[src/spq_pkg.sv]
// Shared types and constants for the stable priority queue.
`timescale 1ns / 1ps

package spq_pkg;

    localparam int SPQ_CAPACITY   = 16;
    localparam int SPQ_DATA_WIDTH = 32;
    localparam int SPQ_PRIO_WIDTH = 16;

    // Encoding of the kind field on the input channel.
    localparam logic KIND_INSERT = 1'b0;
    localparam logic KIND_REMOVE = 1'b1;

    // Operation applied to every cell of the row.
    typedef enum logic [1:0] {
        OP_HOLD   = 2'd0,
        OP_INSERT = 2'd1,
        OP_REMOVE = 2'd2
    } spq_op_t;

    // Result status codes.
    typedef enum logic [1:0] {
        STATUS_OK    = 2'd0,
        STATUS_EMPTY = 2'd1,
        STATUS_FULL  = 2'd2
    } spq_status_t;

    // Per-cell control: the row operation, whether this slot is occupied,
    // and whether the left neighbor keeps its entry on an insert.
    typedef struct packed {
        spq_op_t op;
        logic    occ;
        logic    keep_left;
    } spq_ctrl_t;

endpackage

[src/spq_cell.sv]
// One slot of the sorted row: holds an entry and trades it with its neighbors.
`timescale 1ns / 1ps

module spq_cell
    import spq_pkg::*;
#(
    parameter int DATA_WIDTH = SPQ_DATA_WIDTH,
    parameter int PRIO_WIDTH = SPQ_PRIO_WIDTH
) (
    input  logic                         aclk,
    input  spq_ctrl_t                    ctrl,
    input  logic        [DATA_WIDTH-1:0] new_data,
    input  logic signed [PRIO_WIDTH-1:0] new_prio,
    input  logic        [DATA_WIDTH-1:0] left_data,
    input  logic signed [PRIO_WIDTH-1:0] left_prio,
    input  logic        [DATA_WIDTH-1:0] right_data,
    input  logic signed [PRIO_WIDTH-1:0] right_prio,
    output logic        [DATA_WIDTH-1:0] data,
    output logic signed [PRIO_WIDTH-1:0] prio,
    output logic                         keep
);

    logic        [DATA_WIDTH-1:0] data_reg;
    logic        [DATA_WIDTH-1:0] data_next;
    logic signed [PRIO_WIDTH-1:0] prio_reg;
    logic signed [PRIO_WIDTH-1:0] prio_next;

    // An occupied slot whose priority is the same or higher stays in place,
    // which keeps equal priorities in arrival order.
    assign keep = ctrl.occ && (prio_reg >= new_prio);

    always_comb begin
        data_next = data_reg;
        prio_next = prio_reg;
        case (ctrl.op)
            OP_INSERT: begin
                if (!keep) begin
                    if (ctrl.keep_left) begin
                        data_next = new_data;
                        prio_next = new_prio;
                    end else begin
                        data_next = left_data;
                        prio_next = left_prio;
                    end
                end
            end
            OP_REMOVE: begin
                data_next = right_data;
                prio_next = right_prio;
            end
            default: begin
                data_next = data_reg;
                prio_next = prio_reg;
            end
        endcase
    end

    always_ff @(posedge aclk) begin
        data_reg <= data_next;
        prio_reg <= prio_next;
    end

    assign data = data_reg;
    assign prio = prio_reg;

endmodule

[src/stable_priority_queue_unit.sv]
// Top level of the stable priority queue: a row of sorting cells and a result register.
`timescale 1ns / 1ps
//
// Usage. Each transfer on the s_ channel is one command: s_tuser selects an
// insert (0) or a removal of the front entry (1); s_tdata carries the payload
// and the signed priority of an inserted entry. Entries leave in order of
// descending priority, and entries of equal priority leave in arrival order.
// For every command exactly one result transfer appears on the m_ channel:
// the front entry after the command, the entry count, a front-valid flag and
// a status (ok, removal on empty ignored, insert on full dropped).
// Operation: the row of cells compares every slot against the
// new priority and shifts in the same cycle, so a command updates the row in
// the cycle it is taken and its result is presented in the next cycle. One
// command is taken per cycle while results are drained; the result register
// sets that figure.
// Stalls: when m_tready is low and a result is held, s_tready drops and no
// command is taken until the result is transferred.
// Reset: aresetn low clears the count and the result valid flag; the queue is
// empty afterward and slot contents are ignored until written.

module stable_priority_queue_unit
    import spq_pkg::*;
#(
    parameter int CAPACITY   = SPQ_CAPACITY,
    parameter int DATA_WIDTH = SPQ_DATA_WIDTH,
    parameter int PRIO_WIDTH = SPQ_PRIO_WIDTH,
    localparam int CNT_W     = $clog2(CAPACITY + 1),
    localparam int S_TDATA_W = ((DATA_WIDTH + PRIO_WIDTH + 7) / 8) * 8,
    localparam int M_TDATA_W = ((DATA_WIDTH + PRIO_WIDTH + CNT_W + 7) / 8) * 8
) (
    input  logic                 aclk,
    input  logic                 aresetn,
    input  logic                 s_tvalid,
    output logic                 s_tready,
    // s_tdata: payload, priority_req, zero fill
    input  logic [S_TDATA_W-1:0] s_tdata,
    // s_tuser: kind
    input  logic                 s_tuser,
    output logic                 m_tvalid,
    input  logic                 m_tready,
    // m_tdata: front_payload, front_priority, count, zero fill
    output logic [M_TDATA_W-1:0] m_tdata,
    // m_tuser: front_valid, status
    output logic [2:0]           m_tuser
);

    // Input unpacking.
    logic        [DATA_WIDTH-1:0] in_data;
    logic signed [PRIO_WIDTH-1:0] in_prio;
    logic                         accept;

    assign in_data = s_tdata[DATA_WIDTH-1:0];
    assign in_prio = s_tdata[DATA_WIDTH+PRIO_WIDTH-1:DATA_WIDTH];

    // Queue occupancy.
    logic [CNT_W-1:0] count_reg;
    logic [CNT_W-1:0] count_next;
    logic             is_full;
    logic             is_empty;

    assign is_full  = (count_reg == CNT_W'(CAPACITY));
    assign is_empty = (count_reg == '0);

    // Result register.
    logic                         m_tvalid_reg;
    logic                         res_valid_reg;
    logic        [DATA_WIDTH-1:0] res_data_reg;
    logic signed [PRIO_WIDTH-1:0] res_prio_reg;
    logic        [CNT_W-1:0]      res_count_reg;
    spq_status_t                  res_status_reg;

    logic                         res_valid_next;
    logic        [DATA_WIDTH-1:0] res_data_next;
    logic signed [PRIO_WIDTH-1:0] res_prio_next;
    spq_status_t                  res_status_next;

    // The input side is free whenever the result register is empty or is
    // being drained in this same cycle.
    assign s_tready = !m_tvalid_reg || m_tready;
    assign accept   = s_tvalid && s_tready;

    // Operation applied to the whole row this cycle.
    spq_op_t row_op;

    always_comb begin
        row_op          = OP_HOLD;
        res_status_next = STATUS_OK;
        if (accept) begin
            if (s_tuser == KIND_INSERT) begin
                if (is_full) begin
                    res_status_next = STATUS_FULL;
                end else begin
                    row_op = OP_INSERT;
                end
            end else begin
                if (is_empty) begin
                    res_status_next = STATUS_EMPTY;
                end else begin
                    row_op = OP_REMOVE;
                end
            end
        end
    end

    always_comb begin
        case (row_op)
            OP_INSERT: count_next = count_reg + CNT_W'(1);
            OP_REMOVE: count_next = count_reg - CNT_W'(1);
            default:   count_next = count_reg;
        endcase
    end

    // The row of cells. Slot 0 is the front; a slot is occupied when its
    // index lies below the count, since the entries are always contiguous.
    logic        [DATA_WIDTH-1:0] cell_data [CAPACITY];
    logic signed [PRIO_WIDTH-1:0] cell_prio [CAPACITY];
    logic                         cell_keep [CAPACITY];
    spq_ctrl_t                    cell_ctrl [CAPACITY];

    for (genvar i = 0; i < CAPACITY; i++) begin : g_cell
        logic        [DATA_WIDTH-1:0] left_data;
        logic signed [PRIO_WIDTH-1:0] left_prio;
        logic        [DATA_WIDTH-1:0] right_data;
        logic signed [PRIO_WIDTH-1:0] right_prio;

        if (i == 0) begin : g_first
            // The front slot has nothing on its left that keeps an entry
            // ahead of the new one, so it behaves as if its left kept.
            assign left_data           = in_data;
            assign left_prio           = in_prio;
            assign cell_ctrl[i].keep_left = 1'b1;
        end else begin : g_inner
            assign left_data           = cell_data[i-1];
            assign left_prio           = cell_prio[i-1];
            assign cell_ctrl[i].keep_left = cell_keep[i-1];
        end

        if (i == CAPACITY - 1) begin : g_last
            assign right_data = '0;
            assign right_prio = '0;
        end else begin : g_body
            assign right_data = cell_data[i+1];
            assign right_prio = cell_prio[i+1];
        end

        assign cell_ctrl[i].op  = row_op;
        assign cell_ctrl[i].occ = (CNT_W'(i) < count_reg);

        spq_cell #(
            .DATA_WIDTH (DATA_WIDTH),
            .PRIO_WIDTH (PRIO_WIDTH)
        ) u_cell (
            .aclk       (aclk),
            .ctrl       (cell_ctrl[i]),
            .new_data   (in_data),
            .new_prio   (in_prio),
            .left_data  (left_data),
            .left_prio  (left_prio),
            .right_data (right_data),
            .right_prio (right_prio),
            .data       (cell_data[i]),
            .prio       (cell_prio[i]),
            .keep       (cell_keep[i])
        );
    end

    // Front entry after this command, worked out from the current row so the
    // result is ready together with the row update.
    always_comb begin
        res_valid_next = (count_next != '0);
        res_data_next  = '0;
        res_prio_next  = '0;
        case (row_op)
            OP_INSERT: begin
                if (cell_keep[0]) begin
                    res_data_next = cell_data[0];
                    res_prio_next = cell_prio[0];
                end else begin
                    res_data_next = in_data;
                    res_prio_next = in_prio;
                end
            end
            OP_REMOVE: begin
                if (res_valid_next) begin
                    res_data_next = cell_data[1];
                    res_prio_next = cell_prio[1];
                end
            end
            default: begin
                if (!is_empty) begin
                    res_data_next = cell_data[0];
                    res_prio_next = cell_prio[0];
                end
            end
        endcase
    end

    always_ff @(posedge aclk) begin
        if (!aresetn) begin
            count_reg    <= '0;
            m_tvalid_reg <= 1'b0;
        end else begin
            count_reg <= count_next;
            if (accept) begin
                m_tvalid_reg <= 1'b1;
            end else if (m_tready) begin
                m_tvalid_reg <= 1'b0;
            end
        end
    end

    always_ff @(posedge aclk) begin
        if (accept) begin
            res_valid_reg  <= res_valid_next;
            res_data_reg   <= res_data_next;
            res_prio_reg   <= res_prio_next;
            res_count_reg  <= count_next;
            res_status_reg <= res_status_next;
        end
    end

    // Output packing.
    assign m_tvalid = m_tvalid_reg;
    assign m_tdata  = M_TDATA_W'({res_count_reg, res_prio_reg, res_data_reg});
    assign m_tuser  = {res_status_reg, res_valid_reg};

`ifndef SYNTH
    // The count never runs past the number of slots.
    a_count_bound: assert property (@(posedge aclk) disable iff (!aresetn)
        count_reg <= CNT_W'(CAPACITY))
        else $error("entry count exceeds capacity");

    // A taken insert into a queue with room grows the count by one.
    a_insert_grows: assert property (@(posedge aclk) disable iff (!aresetn)
        accept && (s_tuser == KIND_INSERT) && !is_full
        |=> count_reg == $past(count_reg) + CNT_W'(1))
        else $error("insert did not grow the queue");

    // An insert into a full queue is reported as dropped.
    a_full_status: assert property (@(posedge aclk) disable iff (!aresetn)
        accept && (s_tuser == KIND_INSERT) && is_full
        |=> m_tvalid_reg && (res_status_reg == STATUS_FULL) && is_full)
        else $error("insert on full not flagged");

    // The front-valid flag of a result agrees with its count.
    a_front_flag: assert property (@(posedge aclk) disable iff (!aresetn)
        m_tvalid_reg |-> (res_valid_reg == (res_count_reg != '0)))
        else $error("front flag disagrees with count");

    // The two front slots stay in descending priority order.
    a_sorted_front: assert property (@(posedge aclk) disable iff (!aresetn)
        (count_reg >= CNT_W'(2)) |-> (cell_prio[0] >= cell_prio[1]))
        else $error("front slots out of order");
`endif

endmodule

[config.mk]
export PLATFORM = sky130hd
export DESIGN_NAME = stable_priority_queue_unit
export DESIGN_NICKNAME = d
export VERILOG_FILES = /design/src/spq_pkg.sv /design/src/spq_cell.sv /design/src/stable_priority_queue_unit.sv
export SDC_FILE = /design/constraint.sdc
export NUM_CORES = 2
export LEC_CHECK = 0
export ABC_AREA = 0
export BUFFER_PORTS_ARGS = -buffer_cell sky130_fd_sc_hd__buf_4
export CELL_PAD_IN_SITES_DETAIL_PLACEMENT = 0
export CELL_PAD_IN_SITES_GLOBAL_PLACEMENT = 1
export CORE_MARGIN = 1
export CORE_UTILIZATION = 40
export CTS_CLUSTER_SIZE = 25
export DETAILED_ROUTE_END_ITERATION = 16
export PLACE_DENSITY_LB_ADDON = 0.1
export SLEW_MARGIN = 20
export SYNTH_ARGS = -nofsm -noshare
export SYNTH_HDL_FRONTEND = slang
export SYNTH_SLANG_ARGS = --single-unit
[constraint.sdc]
create_clock -name aclk -period 8.8 [get_ports aclk]
set_input_delay 2.2 -clock aclk [delete_from_list [all_inputs] [get_ports aclk]]
set_output_delay 2.2 -clock aclk [all_outputs]
set_load 0.1 [all_outputs]
Yosys cells after proc, flatten, opt, wreduce, memory -nomap -nowiden
Index checks and enable logic that the tools add are counted.

storage, ports and cells
  output and inout bits = 61
  input bits = 53
  word-level logic and storage cells = 239
  register bits after elaboration = 830

operators by class
  add/sub/neg operators = 2
  multiplexer cells = 110
  reduce and logical (&&, ||, !) cells = 38
  equality and inequality tests = 18
  order comparisons = 32

operator list
  kind                 number
  $pmux 32 s2          17
  $mux 32              33
  $pmux 16 s2          17
  $mux 16              33
  $ge 16x16->1         16
  $lt 4x5->1 const A   8
  $ne 2x2->1 const B   15
  $reduce_and 2->1     15
  $lt 3x5->1 const A   4
  $logic_and 1x1->1    17
  $lt 1x5->1 const A   2
  $lt 2x5->1 const A   2
  $mux 2               5
  $pmux 5 s2           1
  $add 5x1->5 const B  1
  $eq 5x5->1 const B   1
  $logic_not 5->1      1
  $reduce_bool 5->1    1
  $sub 5x1->5 const B  1
  $mux 1               4
  $reduce_bool 2->1    2
  $eq 2x1->1 const B   1
  $eq 2x2->1 const B   1
  $logic_not 1->1      1
  $logic_or 1x1->1     1

Longest topological paths before layout
  depth in word-level cells = 9
  depth in mapped cells = 18
  mapped depth without buffers = 14

By module
Synthesis repeated with hierarchy kept, for this count alone.

second synthesis, totals
  cells, all modules = 4818
  area total of the unflattened synthesis = 50045.5 µm²

by module, submodules not included
  module                            seq. area each (µm²)  times used  area each (µm²)  cells an instance
  spq_cell at g_cell[0].u_cell ...  1441.4                11          2892.8           276
  spq_cell at g_cell[5].u_cell ...  1441.4                5           2874.0           270
  stable_priority_queue_unit        1801.7                1           3854.9           432

Worst setup path before layout
No wires, ideal clock.

  path type = input to register
  start = input port m_tready
  end = register g_cell[7].u_cell.data_reg[0] (enable)
  setup time = 0.474 ns
  cell stages on the path = 12
  slack = 0.270 ns
  data required time = 8.326 ns
  path buffers = 4
  arrival time = 8.056 ns
  cells stage by stage = nand2b_1 nand2_1 inv_1 nand3_1 inv_1 ha_1 inv_1 clkbuf_1 clkbuf_1 clkbuf_1 clkbuf_1 mux2i_1

on the way
  cells in the longest elaborated chain, start to end = 6
  elaborated cells between the ends (all ways) = 8
  classes of those cells = 3 x eq/ne; 1 x mux; 4 x reduce/logical

RTL lines
  element                                                           line                              RTL
  start, declared                                                   stable_priority_queue_unit.sv:40  input logic m_tready,
  $logic_or 1x1->1 *                                                stable_priority_queue_unit.sv:79  assign s_tready = !m_tvalid_reg || m_tready;
  $logic_and 1x1->1 *                                               stable_priority_queue_unit.sv:80  assign accept = s_tvalid && s_tready;
  via accept                                                        stable_priority_queue_unit.sv:50  logic accept;
  $mux 2 *                                                          stable_priority_queue_unit.sv:88  if (accept) begin
  $eq 2x1->1 or $eq 2x2->1 (tied branches)                          spq_cell.sv:35                    case (ctrl.op)
  $ne 2x2->1 (no source line) or $reduce_bool 2->1 (tied branches)  --
  $reduce_and 2->1 (no source line) *                               --
  end signal, assigned                                              spq_cell.sv:59                    data_reg <= data_next;
  end, declared                                                     spq_cell.sv:23                    logic [DATA_WIDTH-1:0] data_reg;

The timed path passes the listed nets; every way through them passes the cells marked *.
A chain may end at the register's enable or synchronous reset.

Worst setup path after layout
  start = input port s_tdata[33]
  end = register g_cell[11].u_cell.data_reg[10] (enable)

on the way
  cells in the longest elaborated chain, start to end = 4

RTL lines
  element                            line                              RTL
  start, declared                    stable_priority_queue_unit.sv:36  input logic [S_TDATA_W-1:0] s_tdata,
  $ge 16x16->1                       spq_cell.sv:30                    assign keep = ctrl.occ && (prio_reg >= new_prio);
  $logic_and 1x1->1                  spq_cell.sv:30
  $ne 2x2->1 (no source line)        --
  $reduce_and 2->1 (no source line)  --
  end signal, assigned               spq_cell.sv:59
  end, declared                      spq_cell.sv:23

Every way passes these cells.

==> out/metrics.yaml <==
cells_and_area:
  most-common-layout-cells: "824 x edfxtp_1, 661 x nand2_1, 399 x o21ai_0"
  drive_gt1_frac: 0.113
  antenna_cells: 0
  areaGrowthSynthToFinish_pct: 10.9
  nNetsFinal: 4826
  largest_register_ff_count: 512
  layout.cells.most_common: "edfxtp_1"
  fillers: 11600
run:
  drv_cap: 0
critical_path:
  arrival_ns: 6.07
  crit_top_cell: "buf_4"
  critPathTopFamily: "compound AO/OA/AOI/OAI gates"
  r2r_slack_ns: 3.66
  crit_slowest_cell: "buf_4"
  critPathMaxStageDelay_ns: 0.72
  crit_chain: "buf_4 > inv_1 > ha_1 > a21o_1 > a211oi_1 > o32a_1 > a31oi_4 > a21oi_4 > buf_4"
  path_max_fanout: 39
  critPathKind: "input pin to flip-flop"
  rr_startpoint: "count_reg[1]$_SDFF_PN0_"
  path_depth: 9
  startpoint_type: "input pin"
  crit_start: "s_tdata[33]"
  r2r.worst_path.cells: 13
  critical_path.endpoint_type: "flip-flop"
  r2r-end: "res_data_reg[7]$_DFFE_PP_"
  cp.buffers_inverters: 3
  required_ns: 9.11
  crit_end: "g_cell[11].u_cell.data[10]$_DFFE_PP_"
clock_tree:
  htree_levels: 3
  post_cts_resized: 0
  cts_tree: "built"
  clockRootBuffer: "clkbuf_16"
  clk_path_buf_depth: 3
  clk_pin_slew_ns: 0.06
  cts.sinks: 830
  clk_latency_ns: 0.71
  cts-buffers-inserted: 101
  postCtsSetupBuffers: 0
  ctsHoldBuffers: 0
grt:
  grt_pass1_vias: 38500
  grt_pass1_wl_um: 256000
  grt_use_total: 0.270
  overflow: 0
  grt_max_degree: 222
  antenna_found_initial: 0
power_and_ir_drop:
  power.total_mw: 11.2
  ir_worst_vdd_mv: 0.196
  power.share.clock: 0.353
  p_seq_frac: 0.460
  leakage_nw: 18.8
  p_int_mw: 7.75
  netSwitchingPower_mw: 3.49
  combPwrFrac: 0.187
  swShare: 0.311
  power_density_nw_per_um2: 207
logic_synthesis:
  synth_edf_count: 824
  synth-seq-cells: 830
  syn_area_um2: 49100
  synth.avg_cell_area_um2: 10.6
  ys_types: 71
  synthArstFlopShare: 0
  synth_warnings: 0
  synth_cells: 4644
  yosysSeqAreaShare: 0.507
  synth_ff_type: "edfxtp_1"
placement:
  port_buffers: 110
  dpl.hpwl_um: 112000
  place.gp.congestion: 0.886
worst_hold_path:
  hp-start: "g_cell[8].u_cell.data[16]$_DFFE_PP_"
  min_path_cells: 2
  hp-class: "flip-flop to flip-flop"
sta:
  fmax_mhz: 174
  finClkSkew_ns: 0.0331
  finalCritPeriodShare: 0.654
  fin_tns_setup_ns: 0
  setup_violations: 0
  finalCriticalPeriod_ns: 5.76
  hold_viol: 0
  maxSlewHeadroom: 0.241
  rsz0062_at_grt: "no"
  max_slew.worst_pin.slew_ns: 1.14
  drv_slew: 0
detailed_routing:
  drcViolationCount: 0
  drtIter0Drc: 3250
  ant_nets: 0
  viasPerCell: 6.18
  wl_per_cell_um: 27.6
  firstDrtPassIters: 6
  routed-via-count: 38400
  totalWireLength_um: 171000
outcome:
  outcome: "complete, no violations"
floorplan:
  initial_core_util: 0.403
  die_w_um: 352
  num_rows: 128
  dieArea_um2: 124000
  coreArea_um2: 122000
  num_io_pins: 114
  die_h_um: 352
-- how the worst min path moves through the flow --
stage	end	slack, ns
6_report	g_cell[7].u_cell.data[16]$_DFFE_PP_	0.55
5_1_grt	g_cell[7].u_cell.data[16]$_DFFE_PP_	0.57
4_1_cts	g_cell[7].u_cell.data[16]$_DFFE_PP_	0.55
3_5_place_dp	g_cell[12].u_cell.data[16]$_DFFE_PP_	0.54
3_3_place_gp	g_cell[12].u_cell.data[19]$_DFFE_PP_	0.53
2_1_floorplan	g_cell[12].u_cell.data[0]$_DFFE_PP_	0.52
-- layer usage --
metal / vias up / routed length [um] / GRT usage
met5: - / 0 / 0
met4: 0 / 7200 / 0.107
met1: 19500 / 71000 / 0.342
met2: 1076 / 86400 / 0.473
met3: 282 / 6660 / 0.0245
li1: 17600 / - / -
-- Yosys cell counts (all sizes together), types with 49 or more instances --
master  instances  area [um2]
edfxtp        824       24700
nand2         663        2490
o21ai         410        2060
clkbuf        374        1400
mux2i         344        3440
ha            262        3280
nor2          184         691
nor3          157         786
a31oi         156         976
a21oi         112         561
nand3         108         541
o211ai        107         803
a221o          99         991
or3            69         432
a211oi         67         503
nand2b         63         394
buf            62         318
inv            62         233
o221ai         53         464
o22ai          53         332
a21o           50         375
o221a          49         552
-- kinds of logic (layout without fill, tap and decap cells) --
| logic type | count (synthesis) | count (layout) | synth area share |
|---|---|---|---|
| AO/OA/AOI/OAI | 1346 | 1346 | 0.190 |
| adder cells (fa/ha/maj) | 262 | 262 | 0.0668 |
| buffers and inverters | 498 | 444 | 0.0398 |
| flip-flops | 830 | 830 | 0.507 |
| multiplexers | 346 | 346 | 0.0706 |
| other | 1 | 3 | 0.0000764 |
| AND/OR/NAND/NOR | 1361 | 1361 | 0.126 |
-- metrics by stage --
step	hold slack (ns)	cell area [um2]	utilization	setup slack (ns)	instances
global placement	0.535	51400	0.422	2.40	6033
finish	0.547	54400	0.447	3.04	6217
detailed placement	0.542	51400	0.422	2.40	6033
CTS	0.546	54400	0.447	3.13	6217
floorplan	0.518	49100	-	0.270	4646
global route	0.571	54400	0.447	3.04	6217
-- cell type report --
class	instances	area (um2)	area share
Tap cell	1625	2030	0.0374
Clock buffer	124	2640	0.0484
Timing Repair Buffer	198	1540	0.0282
Clock inverter	60	389	0.00715
Multi-Input combinational cell	3318	22700	0.417
Sequential cell	830	24900	0.457
Inverter	62	241	0.00444
-- tightest hold or removal path, cell delays in order, from the launching register on --
cell and delay (ns):
edfxtp_1 0.35, nand2_1 0.05, o21ai_0 0.06
-- power groups by stage --
| stage | sequential, mW | combinational [mW] | clock (mW) |
|---|---|---|---|
| finish | 5.17 | 2.10 | 3.97 |
| global route | 5.20 | 2.28 | 4.18 |
| CTS | 5.17 | 2.10 | 4.05 |
| detailed placement | 5.25 | 2.09 | 0 |
| global placement | 5.26 | 2.06 | 0 |
| floorplan | 5.29 | 1.27 | 0 |
No activity file was read; power rests on OpenSTA's default activity.
